`config.mk`:
```
export PLATFORM = sky130hd
export DESIGN_NAME = ntriples_line_tokenizer_top
export DESIGN_NICKNAME = d
export VERILOG_FILES = /design/src/rtl/ntlt_pkg.sv /design/src/rtl/ntlt_core.sv /design/src/rtl/ntriples_line_tokenizer_top.sv
export VERILOG_INCLUDE_DIRS = /design/src /design/src/rtl
export SDC_FILE = /design/constraint.sdc
export NUM_CORES = 1
export LEC_CHECK = 0
export BUFFER_PORTS_ARGS = -buffer_cell sky130_fd_sc_hd__buf_4
export CAP_MARGIN = 20
export CELL_PAD_IN_SITES_DETAIL_PLACEMENT = 0
export CELL_PAD_IN_SITES_GLOBAL_PLACEMENT = 1
export CORE_ASPECT_RATIO = 1.5
export CORE_MARGIN = 1
export CORE_UTILIZATION = 45
export CTS_BUF_LIST = sky130_fd_sc_hd__clkbuf_2 sky130_fd_sc_hd__clkbuf_4 sky130_fd_sc_hd__clkbuf_8
export CTS_CLUSTER_SIZE = 30
export DETAILED_ROUTE_END_ITERATION = 8
export GPL_ROUTABILITY_DRIVEN = 0
export HOLD_SLACK_MARGIN = 0.02
export PLACE_DENSITY_LB_ADDON = 0.08
export SLEW_MARGIN = 10
export SYNTH_ARGS = -nofsm -noshare
export SYNTH_HDL_FRONTEND = slang
export SYNTH_HIERARCHICAL = 1
export SYNTH_SLANG_ARGS = --single-unit
```
`constraint.sdc`:
```
create_clock -name clk -period 6.1 [get_ports clk]
set_clock_uncertainty 0.15 [all_clocks]
set_input_delay 0.305 -clock clk [delete_from_list [all_inputs] [get_ports clk]]
set_output_delay 0.305 -clock clk [all_outputs]
set_load 0.03 [all_outputs]
```
`src/rtl/ntriples_line_tokenizer_top_assert.svh`:
```
// assertion macros used by the tokenizer top
// clocked on clk, disabled while rst_n is low
`ifndef NTRIPLES_LINE_TOKENIZER_TOP_ASSERT_SVH
`define NTRIPLES_LINE_TOKENIZER_TOP_ASSERT_SVH
`ifndef SYNTH
`define NTLT_ASSERT_IMPL(lbl, ante, cons, msg) \
    lbl: assert property (@(posedge clk) disable iff (!rst_n) (ante) |-> (cons)) \
        else $error(msg);
`define NTLT_ASSERT_NEXT(lbl, ante, cons, msg) \
    lbl: assert property (@(posedge clk) disable iff (!rst_n) (ante) |=> (cons)) \
        else $error(msg);
`else
`define NTLT_ASSERT_IMPL(lbl, ante, cons, msg)
`define NTLT_ASSERT_NEXT(lbl, ante, cons, msg)
`endif
`endif

```
`src/rtl/ntlt_pkg.sv`:
```
package ntlt_pkg;

    localparam int LINE_W         = 32;
    localparam int CFG_W          = 16;
    localparam logic [CFG_W-1:0] MAX_TERM_LEN_RST = 16'd4096;

    localparam logic [7:0] CH_NUL    = 8'h00;
    localparam logic [7:0] CH_TAB    = 8'h09;
    localparam logic [7:0] CH_LF     = 8'h0A;
    localparam logic [7:0] CH_SPACE  = 8'h20;
    localparam logic [7:0] CH_QUOTE  = 8'h22;
    localparam logic [7:0] CH_HASH   = 8'h23;
    localparam logic [7:0] CH_DOT    = 8'h2E;
    localparam logic [7:0] CH_LT     = 8'h3C;
    localparam logic [7:0] CH_GT     = 8'h3E;
    localparam logic [7:0] CH_BSLASH = 8'h5C;
    localparam logic [7:0] CH_CARET  = 8'h5E;
    localparam logic [7:0] CH_UNDER  = 8'h5F;

    typedef enum logic [3:0] {
        MODE_NORMAL  = 4'd0,
        MODE_QUOTE   = 4'd1,
        MODE_BRACKET = 4'd2,
        MODE_BLANK   = 4'd3,
        MODE_ESCAPE  = 4'd4,
        MODE_CARET1  = 4'd5,
        MODE_CARET2  = 4'd6,
        MODE_COMMENT = 4'd7,
        MODE_AFTER   = 4'd8
    } mode_t;

    typedef enum logic [3:0] {
        ERR_NONE          = 4'd0,
        ERR_BACKSLASH_END = 4'd1,
        ERR_OPEN_QUOTE    = 4'd2,
        ERR_OPEN_BRACKET  = 4'd3,
        ERR_BLANK_EOL     = 4'd4,
        ERR_STRAY_CARET   = 4'd5,
        ERR_OPEN_CARET    = 4'd6,
        ERR_NO_PERIOD     = 4'd7,
        ERR_JUNK          = 4'd8,
        ERR_EARLY_EOL     = 4'd9,
        ERR_UNEXPECTED    = 4'd10,
        ERR_TOO_LONG      = 4'd11
    } err_t;

    typedef struct packed {
        logic              char_valid;
        logic [7:0]        char_value;
        logic [1:0]        term_index;
        logic              term_end;
        logic              triple_done;
        logic              finished;
        err_t              error_code;
        logic [LINE_W-1:0] line_number;
        logic              last_result;
    } ntlt_res_t;

    typedef struct packed {
        logic [1:0] n;
        ntlt_res_t  r0;
        ntlt_res_t  r1;
    } ntlt_push_t;

    function automatic ntlt_res_t mk_res(
        input logic              cv,
        input logic [7:0]        ch,
        input logic [1:0]        ti,
        input logic              te,
        input logic              td,
        input logic              fin,
        input err_t              err,
        input logic [LINE_W-1:0] line
    );
        ntlt_res_t r;
        r.char_valid  = cv;
        r.char_value  = ch;
        r.term_index  = ti;
        r.term_end    = te;
        r.triple_done = td;
        r.finished    = fin;
        r.error_code  = err;
        r.line_number = line;
        r.last_result = 1'b0;
        return r;
    endfunction

endpackage

```
`src/rtl/ntlt_core.sv`:
```
module ntlt_core #(
    parameter int TERM_LEN_BITS   = 16,
    parameter int LINE_COUNT_BITS = 32
) (
    input  logic                                clk,
    input  logic                                rst_n,
    input  logic                                take,
    input  logic [7:0]                          in_byte,
    input  logic                                end_of_input,
    input  logic [ntlt_pkg::CFG_W-1:0]          max_term_len,
    output ntlt_pkg::ntlt_push_t                push
);
    import ntlt_pkg::*;

    localparam int CMP_W = (TERM_LEN_BITS > CFG_W) ? TERM_LEN_BITS : CFG_W;

    mode_t                      mode_reg, mode_next;
    mode_t                      esc_ret_reg, esc_ret_next;
    logic [1:0]                 terms_reg, terms_next;
    logic                       skip_reg, skip_next;
    logic                       start_reg, start_next;
    logic                       content_reg, content_next;
    logic                       period_reg, period_next;
    logic [TERM_LEN_BITS-1:0]   term_len_reg, term_len_next;
    logic [LINE_COUNT_BITS-1:0] line_cnt_reg, line_cnt_next;
    logic                       stopped_reg, stopped_next;
    err_t                       stop_code_reg, stop_code_next;

    logic [TERM_LEN_BITS-1:0]   len_plus;
    logic [LINE_COUNT_BITS-1:0] line_inc;
    logic [LINE_W-1:0]          line_cur_out, line_inc_out;
    logic                       fit0, fit1;
    ntlt_res_t                  res0, res1;
    logic [1:0]                 n_res;

    assign len_plus = term_len_reg + 1'b1;
    assign line_inc = (line_cnt_reg == '1) ? line_cnt_reg : line_cnt_reg + 1'b1;

    // room for one more byte, and for a second one after it
    assign fit0 = (CMP_W'(term_len_reg) < CMP_W'(max_term_len)) && (term_len_reg != '1);
    assign fit1 = (CMP_W'(len_plus) < CMP_W'(max_term_len)) && (len_plus != '1);

    generate
        if (LINE_COUNT_BITS > LINE_W) begin : g_line_cap
            assign line_cur_out = (|line_cnt_reg[LINE_COUNT_BITS-1:LINE_W]) ?
                                  '1 : line_cnt_reg[LINE_W-1:0];
            assign line_inc_out = (|line_inc[LINE_COUNT_BITS-1:LINE_W]) ?
                                  '1 : line_inc[LINE_W-1:0];
        end
        else begin : g_line_ext
            assign line_cur_out = LINE_W'(line_cnt_reg);
            assign line_inc_out = LINE_W'(line_inc);
        end
    endgenerate

    always_comb
    begin
        logic       eoi;
        logic       do_norm;
        logic       is_blank;
        logic       hold;
        logic [7:0] nb;

        mode_next      = mode_reg;
        esc_ret_next   = esc_ret_reg;
        terms_next     = terms_reg;
        skip_next      = skip_reg;
        start_next     = start_reg;
        content_next   = content_reg;
        period_next    = period_reg;
        term_len_next  = term_len_reg;
        line_cnt_next  = line_cnt_reg;
        stopped_next   = stopped_reg;
        stop_code_next = stop_code_reg;
        res0           = '0;
        res1           = '0;
        n_res          = 2'd0;
        do_norm        = 1'b0;
        nb             = in_byte;
        is_blank       = 1'b0;
        hold           = 1'b0;
        eoi            = end_of_input || (in_byte == CH_NUL);

        if (stopped_reg)
        begin
            res0  = mk_res(1'b0, 8'h00, 2'd0, 1'b0, 1'b0, stop_code_reg == ERR_NONE,
                           stop_code_reg, line_cur_out);
            n_res = 2'd1;
        end
        else
        begin
            unique case (mode_reg)
                MODE_ESCAPE:
                begin
                    if (eoi)
                    begin
                        stopped_next   = 1'b1;
                        stop_code_next = ERR_BACKSLASH_END;
                        res0  = mk_res(1'b0, 8'h00, 2'd0, 1'b0, 1'b0, 1'b0,
                                       ERR_BACKSLASH_END, line_cur_out);
                        n_res = 2'd1;
                    end
                    else
                    begin
                        mode_next    = esc_ret_reg;
                        content_next = 1'b1;
                        if (fit0)
                        begin
                            res0  = mk_res(1'b1, CH_BSLASH, terms_reg, 1'b0, 1'b0, 1'b0,
                                           ERR_NONE, line_cur_out);
                            n_res = 2'd2;
                            if (fit1)
                            begin
                                term_len_next = term_len_reg + 2'd2;
                                res1 = mk_res(1'b1, in_byte, terms_reg, 1'b0, 1'b0, 1'b0,
                                              ERR_NONE, line_cur_out);
                            end
                            else
                            begin
                                term_len_next  = len_plus;
                                stopped_next   = 1'b1;
                                stop_code_next = ERR_TOO_LONG;
                                res1 = mk_res(1'b0, 8'h00, 2'd0, 1'b0, 1'b0, 1'b0,
                                              ERR_TOO_LONG, line_cur_out);
                            end
                        end
                        else
                        begin
                            stopped_next   = 1'b1;
                            stop_code_next = ERR_TOO_LONG;
                            res0  = mk_res(1'b0, 8'h00, 2'd0, 1'b0, 1'b0, 1'b0,
                                           ERR_TOO_LONG, line_cur_out);
                            n_res = 2'd1;
                        end
                    end
                end
                MODE_CARET1:
                begin
                    if (eoi || in_byte != CH_CARET)
                    begin
                        stopped_next   = 1'b1;
                        stop_code_next = ERR_STRAY_CARET;
                        res0  = mk_res(1'b0, 8'h00, 2'd0, 1'b0, 1'b0, 1'b0,
                                       ERR_STRAY_CARET, line_cur_out);
                        n_res = 2'd1;
                    end
                    else
                    begin
                        mode_next = MODE_CARET2;
                    end
                end
                MODE_CARET2:
                begin
                    // datatype suffix runs up to the next space
                    if (eoi)
                    begin
                        stopped_next   = 1'b1;
                        stop_code_next = ERR_OPEN_CARET;
                        res0  = mk_res(1'b0, 8'h00, 2'd0, 1'b0, 1'b0, 1'b0,
                                       ERR_OPEN_CARET, line_cur_out);
                        n_res = 2'd1;
                    end
                    else if (in_byte == CH_SPACE)
                    begin
                        mode_next = MODE_NORMAL;
                        do_norm   = 1'b1;
                        nb        = CH_SPACE;
                    end
                end
                MODE_COMMENT:
                begin
                    if (eoi)
                    begin
                        line_cnt_next  = line_inc;
                        stopped_next   = 1'b1;
                        stop_code_next = ERR_NONE;
                        res0  = mk_res(1'b0, 8'h00, 2'd0, 1'b0, 1'b0, 1'b1,
                                       ERR_NONE, line_inc_out);
                        n_res = 2'd1;
                    end
                    else if (in_byte == CH_LF)
                    begin
                        line_cnt_next = line_inc;
                        mode_next     = MODE_NORMAL;
                    end
                end
                MODE_AFTER:
                begin
                    if (eoi || in_byte == CH_LF)
                    begin
                        if (!period_reg)
                        begin
                            stopped_next   = 1'b1;
                            stop_code_next = ERR_NO_PERIOD;
                            res0  = mk_res(1'b0, 8'h00, 2'd0, 1'b0, 1'b0, 1'b0,
                                           ERR_NO_PERIOD, line_cur_out);
                            n_res = 2'd1;
                        end
                        else
                        begin
                            res0  = mk_res(1'b0, 8'h00, 2'd0, 1'b0, 1'b1, 1'b0,
                                           ERR_NONE, line_cur_out);
                            n_res = 2'd1;
                            line_cnt_next = line_inc;
                            terms_next    = 2'd0;
                            start_next    = 1'b1;
                            skip_next     = 1'b1;
                            content_next  = 1'b0;
                            period_next   = 1'b0;
                            term_len_next = '0;
                            mode_next     = MODE_NORMAL;
                            if (eoi)
                            begin
                                stopped_next   = 1'b1;
                                stop_code_next = ERR_NONE;
                                res1  = mk_res(1'b0, 8'h00, 2'd0, 1'b0, 1'b0, 1'b1,
                                               ERR_NONE, line_inc_out);
                                n_res = 2'd2;
                            end
                        end
                    end
                    else if (in_byte == CH_SPACE || in_byte == CH_TAB)
                    begin
                        hold = 1'b0;
                    end
                    else if (in_byte == CH_DOT && !period_reg)
                    begin
                        period_next = 1'b1;
                    end
                    else
                    begin
                        stopped_next   = 1'b1;
                        stop_code_next = ERR_JUNK;
                        res0  = mk_res(1'b0, 8'h00, 2'd0, 1'b0, 1'b0, 1'b0,
                                       ERR_JUNK, line_cur_out);
                        n_res = 2'd1;
                    end
                end
                MODE_NORMAL, MODE_QUOTE, MODE_BRACKET, MODE_BLANK:
                begin
                    if (eoi)
                    begin
                        stopped_next   = 1'b1;
                        stop_code_next = ERR_NONE;
                        res0  = mk_res(1'b0, 8'h00, 2'd0, 1'b0, 1'b0, 1'b1,
                                       ERR_NONE, line_cur_out);
                        n_res = 2'd1;
                    end
                    else if (in_byte == CH_BSLASH)
                    begin
                        esc_ret_next = mode_reg;
                        mode_next    = MODE_ESCAPE;
                    end
                    else if (mode_reg == MODE_QUOTE || mode_reg == MODE_BRACKET)
                    begin
                        if (in_byte == CH_LF)
                        begin
                            stopped_next   = 1'b1;
                            stop_code_next = (mode_reg == MODE_QUOTE) ?
                                             ERR_OPEN_QUOTE : ERR_OPEN_BRACKET;
                            res0  = mk_res(1'b0, 8'h00, 2'd0, 1'b0, 1'b0, 1'b0,
                                           stop_code_next, line_cur_out);
                            n_res = 2'd1;
                        end
                        else if (fit0)
                        begin
                            term_len_next = len_plus;
                            res0  = mk_res(1'b1, in_byte, terms_reg, 1'b0, 1'b0, 1'b0,
                                           ERR_NONE, line_cur_out);
                            n_res = 2'd1;
                            if ((mode_reg == MODE_QUOTE && in_byte == CH_QUOTE) ||
                                (mode_reg == MODE_BRACKET && in_byte == CH_GT))
                            begin
                                mode_next = MODE_NORMAL;
                            end
                        end
                        else
                        begin
                            stopped_next   = 1'b1;
                            stop_code_next = ERR_TOO_LONG;
                            res0  = mk_res(1'b0, 8'h00, 2'd0, 1'b0, 1'b0, 1'b0,
                                           ERR_TOO_LONG, line_cur_out);
                            n_res = 2'd1;
                        end
                    end
                    else if (mode_reg == MODE_BLANK)
                    begin
                        if (in_byte == CH_LF)
                        begin
                            stopped_next   = 1'b1;
                            stop_code_next = ERR_BLANK_EOL;
                            res0  = mk_res(1'b0, 8'h00, 2'd0, 1'b0, 1'b0, 1'b0,
                                           ERR_BLANK_EOL, line_cur_out);
                            n_res = 2'd1;
                        end
                        else if (in_byte != CH_SPACE)
                        begin
                            if (fit0)
                            begin
                                term_len_next = len_plus;
                                res0  = mk_res(1'b1, in_byte, terms_reg, 1'b0, 1'b0, 1'b0,
                                               ERR_NONE, line_cur_out);
                                n_res = 2'd1;
                            end
                            else
                            begin
                                stopped_next   = 1'b1;
                                stop_code_next = ERR_TOO_LONG;
                                res0  = mk_res(1'b0, 8'h00, 2'd0, 1'b0, 1'b0, 1'b0,
                                               ERR_TOO_LONG, line_cur_out);
                                n_res = 2'd1;
                            end
                        end
                        else
                        begin
                            mode_next = MODE_NORMAL;
                            do_norm   = 1'b1;
                            nb        = CH_SPACE;
                        end
                    end
                    else
                    begin
                        do_norm = 1'b1;
                    end
                end
                default:
                begin
                    mode_next = MODE_NORMAL;
                end
            endcase

            // byte handling outside any term
            if (do_norm)
            begin
                is_blank = (nb == CH_SPACE) || (nb == CH_TAB);
                if (nb == CH_CARET)
                begin
                    mode_next = MODE_CARET1;
                end
                else
                begin
                    if (skip_reg)
                    begin
                        if (is_blank)
                        begin
                            hold = 1'b1;
                        end
                        else if (nb == CH_HASH && start_reg)
                        begin
                            mode_next = MODE_COMMENT;
                            hold      = 1'b1;
                        end
                        else
                        begin
                            start_next = 1'b0;
                            skip_next  = 1'b0;
                        end
                    end
                    if (!hold)
                    begin
                        if (is_blank || (nb == CH_DOT && terms_reg >= 2'd2))
                        begin
                            skip_next = 1'b1;
                            res0  = mk_res(1'b0, 8'h00, terms_reg, 1'b1, 1'b0, 1'b0,
                                           ERR_NONE, line_cur_out);
                            n_res = 2'd1;
                            if (terms_reg >= 2'd2)
                            begin
                                mode_next   = MODE_AFTER;
                                period_next = (nb == CH_DOT);
                            end
                            else
                            begin
                                terms_next = terms_reg + 1'b1;
                            end
                            term_len_next = '0;
                        end
                        else if (nb == CH_QUOTE || nb == CH_LT || nb == CH_UNDER)
                        begin
                            if (fit0)
                            begin
                                term_len_next = len_plus;
                                res0  = mk_res(1'b1, nb, terms_reg, 1'b0, 1'b0, 1'b0,
                                               ERR_NONE, line_cur_out);
                                n_res = 2'd1;
                                content_next = 1'b1;
                                if (nb == CH_QUOTE)
                                    mode_next = MODE_QUOTE;
                                else if (nb == CH_LT)
                                    mode_next = MODE_BRACKET;
                                else
                                    mode_next = MODE_BLANK;
                            end
                            else
                            begin
                                stopped_next   = 1'b1;
                                stop_code_next = ERR_TOO_LONG;
                                res0  = mk_res(1'b0, 8'h00, 2'd0, 1'b0, 1'b0, 1'b0,
                                               ERR_TOO_LONG, line_cur_out);
                                n_res = 2'd1;
                            end
                        end
                        else if (nb == CH_LF)
                        begin
                            if (content_reg)
                            begin
                                stopped_next   = 1'b1;
                                stop_code_next = ERR_EARLY_EOL;
                                res0  = mk_res(1'b0, 8'h00, 2'd0, 1'b0, 1'b0, 1'b0,
                                               ERR_EARLY_EOL, line_cur_out);
                                n_res = 2'd1;
                            end
                            else
                            begin
                                line_cnt_next = line_inc;
                                skip_next     = 1'b1;
                                start_next    = 1'b1;
                            end
                        end
                        else
                        begin
                            stopped_next   = 1'b1;
                            stop_code_next = ERR_UNEXPECTED;
                            res0  = mk_res(1'b0, 8'h00, 2'd0, 1'b0, 1'b0, 1'b0,
                                           ERR_UNEXPECTED, line_cur_out);
                            n_res = 2'd1;
                        end
                    end
                end
            end
        end
    end

    always_comb
    begin
        push.n              = n_res;
        push.r0             = res0;
        push.r0.last_result = (n_res == 2'd1);
        push.r1             = res1;
        push.r1.last_result = 1'b1;
    end

    always_ff @(posedge clk or negedge rst_n)
    begin
        if (!rst_n)
        begin
            mode_reg      <= MODE_NORMAL;
            esc_ret_reg   <= MODE_NORMAL;
            terms_reg     <= 2'd0;
            skip_reg      <= 1'b1;
            start_reg     <= 1'b1;
            content_reg   <= 1'b0;
            period_reg    <= 1'b0;
            term_len_reg  <= '0;
            line_cnt_reg  <= LINE_COUNT_BITS'(1);
            stopped_reg   <= 1'b0;
            stop_code_reg <= ERR_NONE;
        end
        else if (take)
        begin
            mode_reg      <= mode_next;
            esc_ret_reg   <= esc_ret_next;
            terms_reg     <= terms_next;
            skip_reg      <= skip_next;
            start_reg     <= start_next;
            content_reg   <= content_next;
            period_reg    <= period_next;
            term_len_reg  <= term_len_next;
            line_cnt_reg  <= line_cnt_next;
            stopped_reg   <= stopped_next;
            stop_code_reg <= stop_code_next;
        end
    end

endmodule

```
`src/rtl/ntriples_line_tokenizer_top.sv`:
```
// N-Triples line tokenizer
// s_axis: one text byte per beat, tdata[7:0] the byte, tlast marks end of input
// (a zero byte also ends the input). m_axis: one result per beat, a term byte,
// a term end, a triple done, a finish or an error mark, each with the line number;
// tlast flags the last result caused by an input byte. cfg: write of the term
// length limit, taken in any cycle, to be written only while the block is idle.
// A byte's results are registered into the output queue as the byte is taken.
// Throughput: one byte per cycle while m_axis is not stalled and each byte gives
// at most one result; two results (an escape, a final triple) drop s_axis_tready.
// The figure is set by the single-pass state update and the three-entry output
// queue, which takes a byte whenever at least two entries are free.
// A stalled m_axis fills the queue and then drops s_axis_tready; nothing is lost.
// After an error or a finish every further byte repeats that mark until reset.
// Reset (rst_n low, asynchronous) empties the queue, restores the limit to 4096
// and starts at line 1 in the normal scan state; no clearing pass follows.
`include "ntriples_line_tokenizer_top_assert.svh"
module ntriples_line_tokenizer_top #(
    parameter int TERM_LEN_BITS   = 16,
    parameter int LINE_COUNT_BITS = 32
) (
    input  logic        clk,
    input  logic        rst_n,
    input  logic        s_axis_tvalid,
    output logic        s_axis_tready,
    input  logic [7:0]  s_axis_tdata,   // in_byte
    input  logic        s_axis_tlast,   // end_of_input
    output logic        m_axis_tvalid,
    input  logic        m_axis_tready,
    output logic [47:0] m_axis_tdata,   // char_value, error_code, line_number, zero pad
    output logic [5:0]  m_axis_tuser,   // char_valid, term_index, term_end, triple_done,
                                        // finished
    output logic        m_axis_tlast,   // last_result
    input  logic        cfg_valid,
    output logic        cfg_ready,
    input  logic [15:0] cfg_data        // max_term_len
);
    import ntlt_pkg::*;

    localparam int QDEPTH = 3;

    logic [CFG_W-1:0] max_len_reg;
    ntlt_push_t       push;
    ntlt_res_t        q_reg  [QDEPTH];
    ntlt_res_t        q_next [QDEPTH];
    logic [1:0]       cnt_reg, cnt_next;
    logic [1:0]       base;
    logic [1:0]       n_push;
    logic             acc;
    logic             pop;

    assign cfg_ready     = 1'b1;
    assign s_axis_tready = (cnt_reg < 2'd2);
    assign acc           = s_axis_tvalid && s_axis_tready;
    assign m_axis_tvalid = (cnt_reg != 2'd0);
    assign pop           = m_axis_tvalid && m_axis_tready;

    ntlt_core #(
        .TERM_LEN_BITS   (TERM_LEN_BITS),
        .LINE_COUNT_BITS (LINE_COUNT_BITS)
    ) u_core (
        .clk          (clk),
        .rst_n        (rst_n),
        .take         (acc),
        .in_byte      (s_axis_tdata),
        .end_of_input (s_axis_tlast),
        .max_term_len (max_len_reg),
        .push         (push)
    );

    always_ff @(posedge clk or negedge rst_n)
    begin
        if (!rst_n)
            max_len_reg <= MAX_TERM_LEN_RST;
        else if (cfg_valid && cfg_ready)
            max_len_reg <= cfg_data;
    end

    // output queue: head at entry 0, shifts down on each beat taken
    assign n_push   = acc ? push.n : 2'd0;
    assign base     = cnt_reg - {1'b0, pop};
    assign cnt_next = cnt_reg - {1'b0, pop} + n_push;

    always_comb
    begin
        for (int i = 0; i < QDEPTH; i++)
        begin
            q_next[i] = q_reg[i];
            if (pop && (i < QDEPTH - 1))
                q_next[i] = q_reg[(i < QDEPTH - 1) ? i + 1 : i];
            if (n_push != 2'd0 && base == 2'(i))
                q_next[i] = push.r0;
            if (n_push == 2'd2 && (base + 1'b1) == 2'(i))
                q_next[i] = push.r1;
        end
    end

    always_ff @(posedge clk)
    begin
        for (int i = 0; i < QDEPTH; i++)
            q_reg[i] <= q_next[i];
    end

    always_ff @(posedge clk or negedge rst_n)
    begin
        if (!rst_n)
            cnt_reg <= 2'd0;
        else
            cnt_reg <= cnt_next;
    end

    assign m_axis_tdata = {4'b0000, q_reg[0].line_number, q_reg[0].error_code,
                           q_reg[0].char_value};
    assign m_axis_tuser = {q_reg[0].finished, q_reg[0].triple_done, q_reg[0].term_end,
                           q_reg[0].term_index, q_reg[0].char_valid};
    assign m_axis_tlast = q_reg[0].last_result;

    `NTLT_ASSERT_IMPL(a_stop_last, m_axis_tvalid && (m_axis_tdata[11:8] != ERR_NONE || m_axis_tuser[5]), m_axis_tlast, "error or finish beat not last of its byte")
    `NTLT_ASSERT_IMPL(a_char_clean, m_axis_tvalid && m_axis_tuser[0], m_axis_tdata[11:8] == ERR_NONE && m_axis_tuser[2:1] != 2'd3 && !m_axis_tuser[5], "term byte beat carries a bad mark")
    `NTLT_ASSERT_IMPL(a_no_overflow, acc, (3'(cnt_reg) - 3'(pop) + 3'(push.n)) <= 3'(QDEPTH), "output queue overflow")
    `NTLT_ASSERT_NEXT(a_pair_shown, acc && push.n == 2'd2, m_axis_tvalid && cnt_reg != 2'd0, "result pair not queued")
    `NTLT_ASSERT_IMPL(a_marks_apart, m_axis_tvalid, !(m_axis_tuser[3] && m_axis_tuser[4]), "term end and triple done on one beat")

endmodule
```
==> reports/qor.csv <==
metric,value,unit
min Tclk post-route,5.32,ns
Worst setup EP type,register,
initial antenna violation count,1,
clock latency on the worst-skew pair,0.61,ns
CP max FO,12,
# port buffers,82,
max_slew headroom,30.0,%
Final nets,2081,
"top cells by area, synth","edfxtp_1 (26%), dfrtp_1 (11%), o21ai_0 (5.6%)",
Fin. Hold Viols,0,
max-slew violations,0,
Post-DRT Antenna Nets,0,
Placed Instances,2436,
most frequent cell after synthesis,o21ai_0,
detailed placer's ending HPWL,40.5,mm
Hold WC Path Type,primary input to register,
R2R Path End,q_reg[0][99],
CORE AREA,39300,sq um
period utilisation layout,87.3,%
largest net degree at the start of global routing,103,
TNS Setup,0,ns
Die Ht,247,um
gr ovfl total,0,
critical path data required time,6.39,ns
layout cell share with drive strength beyond 1,16.6,%
1st-iter DRT viols,1549,
CTS tree,built,
total global routing track utilization,31.0,%
clock slew at reported path FFs,0.06,ns
Die Width,165,um
Hold EP,q_reg[0][146],
r2r setup slk,0.78,ns
P_leak,0.00704,uW
WL/cell,24.5,um
Setup CP Type,register to register,
CP Launch Type,register,
# fillers,3847,
max cap viols,0,
CTS Buf Count,42,
CTS HTree Levels,2,
Total Wirelength,62.4,mm
Largest register FFs,153,
post-synth top area share,25.6,%
drt drc,0,
mapped cell area,18000,sq um
CTS sink cnt,238,
asr flop ratio synth,35.7,%
register area share after synthesis,37.5,%
drt pass-1 iters,6,
worst endpoint data arrival time,5.61,ns
DIE AREA,40700,sq um
number of synthesized flops with an enable pin,153,
Max Fclk,0.188,GHz
Unique masters post-synth,100,
Core Rows,89,
Synthesis Warnings,6,
final setup fails,0,
Syn-to-layout area delta,9.35,%
RSZ-0062 raised after global routing,no,
hold depth,3,
Commonest cells post-synth,"o21ai_0 (201), clkbuf_1 (169), edfxtp_1 (153), nor3_1 (142), nand2_1 (137)",
Longest Clk Path Bufs,3,
setup bufs post-CTS,0,
outcome,finished clean,
via/cell ratio,6.60,
top-level I/O count,88,
average cell area after synthesis,8.71,sq um
vias,16800,
starting density of the core,45.7,%
CTS root buf,clkbuf_8,
vias in the first global route,16800,
#FFs+latches synth,238,
Slew @ Worst Pin,1.04,ns
Post-Layout Cell Count,2548,
"Top FF cell, synth",edfxtp_1,
cell depth of the worst flop-to-flop path,18,
cells after synthesis,2063,
P per Cell Area,411,nW/um^2
Max VDD drop,554,uV
hold_sp,s_axis_tdata[2],
Synth area leader,edfxtp_1,
first-pass GRT wire length,97.3,mm
r2r startpoint,u_core/term_len_reg[2],
==> cells by family after synthesis <==
kind of cell               share of synthesized area [%]
buffers and inverters                               8.31
and+or+nand+nor                                     19.9
other                                             0.0836
muxes                                               5.85
adders and majority gates                           2.49
xor gates and xnor gates                            2.80
DFF                                                 37.5
AOI/OAI and AO/OA                                   23.1
==> through the flow <==
stage | power [uW] | area (sq um) | worst slack (ns) | hold WS, ns | util [%]
after floorplan | 5130 | 18000 | 0.0236 | -0.141 | -
after global placement | 6410 | 18400 | 0.963 | 0.0950 | 46.9
after detailed placement | 6440 | 18400 | 0.810 | 0.0988 | 46.9
after CTS | 8030 | 19600 | 0.805 | 0.106 | 50.0
after global routing | 8460 | 19600 | 0.388 | 0.147 | 50.0
final | 8070 | 19600 | 0.775 | 0.141 | 50.0
==> metal layers <==
layer	vias to the layer above	global-route usage (%)	wire, um
li1	7639	-	-
met1	8179	37.6	24400
met2	795	52.8	31000
met3	213	3.87	3860
met4	0	16.9	3190
met5	-	0	0
==> critical path, stage by stage (launching register included) <==
cell and delay (ns):
dfrtp_1 0.55, ha_1 0.40, nand4_1 0.21, nor2_1 0.25, nand3_1 0.26, or2_2 0.40, nor2_1 0.14, xor2_1 0.24
ha_1 0.29, nand4_1 0.11, a211o_1 0.15, and2_1 0.27, and2_4 0.29, nand2_1 0.12, buf_4 0.18, nor2_1 0.60
and2_1 0.29, nor3_1 0.08, a31oi_1 0.20
==> report_power, final <==
| group | total (uW) | internal, uW | leakage, uW | switching [uW] |
|---|---|---|---|---|
| clock network | 1550 | 818 | 0.000446 | 729 |
| registers | 2490 | 2210 | 0.00256 | 282 |
| logic | 4020 | 1180 | 0.00403 | 2840 |
==> layout by cell type (no fill, tap or decap), types with 15 or more instances in the layout <==
| master | Yosys | final |
|---|---|---|
| nand3_1 | 98 | 98 |
| ha_1 | 35 | 34 |
| a21oi_1 | 104 | 103 |
| mux2_4 | 51 | 51 |
| xnor2_1 | 27 | 27 |
| a31oi_1 | 119 | 119 |
| dlygate4sd3_1 | 0 | 35 |
| and3_1 | 25 | 25 |
| o21ai_0 | 201 | 201 |
| mux2_2 | 20 | 20 |
| clkbuf_8 | 0 | 46 |
| o2111ai_1 | 55 | 55 |
| nor2_1 | 136 | 135 |
| nor2b_1 | 16 | 15 |
| nand2_1 | 137 | 137 |
| buf_4 | 63 | 133 |
| nand4_1 | 19 | 19 |
| and2_1 | 31 | 30 |
| xor2_1 | 23 | 23 |
| a311oi_1 | 19 | 19 |
| o31ai_1 | 39 | 39 |
| nor3_1 | 142 | 141 |
| dfrtp_1 | 81 | 81 |
| edfxtp_1 | 153 | 153 |
| inv_1 | 32 | 32 |
==> worst max path at each step <==
stage	start	slack [ns]	cells after the start	end
4_1_cts	u_core/term_len_reg[2]	0.80	18	q_reg[0][99]
5_1_grt	u_core/term_len_reg[2]	0.39	18	q_reg[0][99]
2_1_floorplan	u_core/term_len_reg[4]	0.02	13	q_reg[0][0]
6_report	u_core/term_len_reg[2]	0.78	18	q_reg[0][99]
3_5_place_dp	u_core/term_len_reg[2]	0.81	18	q_reg[0][99]
3_3_place_gp	u_core/term_len_reg[2]	0.96	18	q_reg[0][46]
==> final cells by class <==
class                           instances  area [sq um]  share of cell area, %
Multi-Input combinational cell       1526          9830                   50.1
Timing Repair Buffer                  175          1490                   7.58
Antenna cell                            1          2.50                 0.0127
Tap cell                              500           626                   3.19
Clock buffer                           59           731                   3.72
Sequential cell                       238          6730                   34.2
Clock inverter                         16           109                  0.554
Inverter                               33           124                  0.631
==> repair_timing <==
item / CTS / global route
hold endpoints to repair: 39 / 0
hold buffers: 36 / 0
resized for setup: 0 / 0
Power figures use the tool's default switching activity.
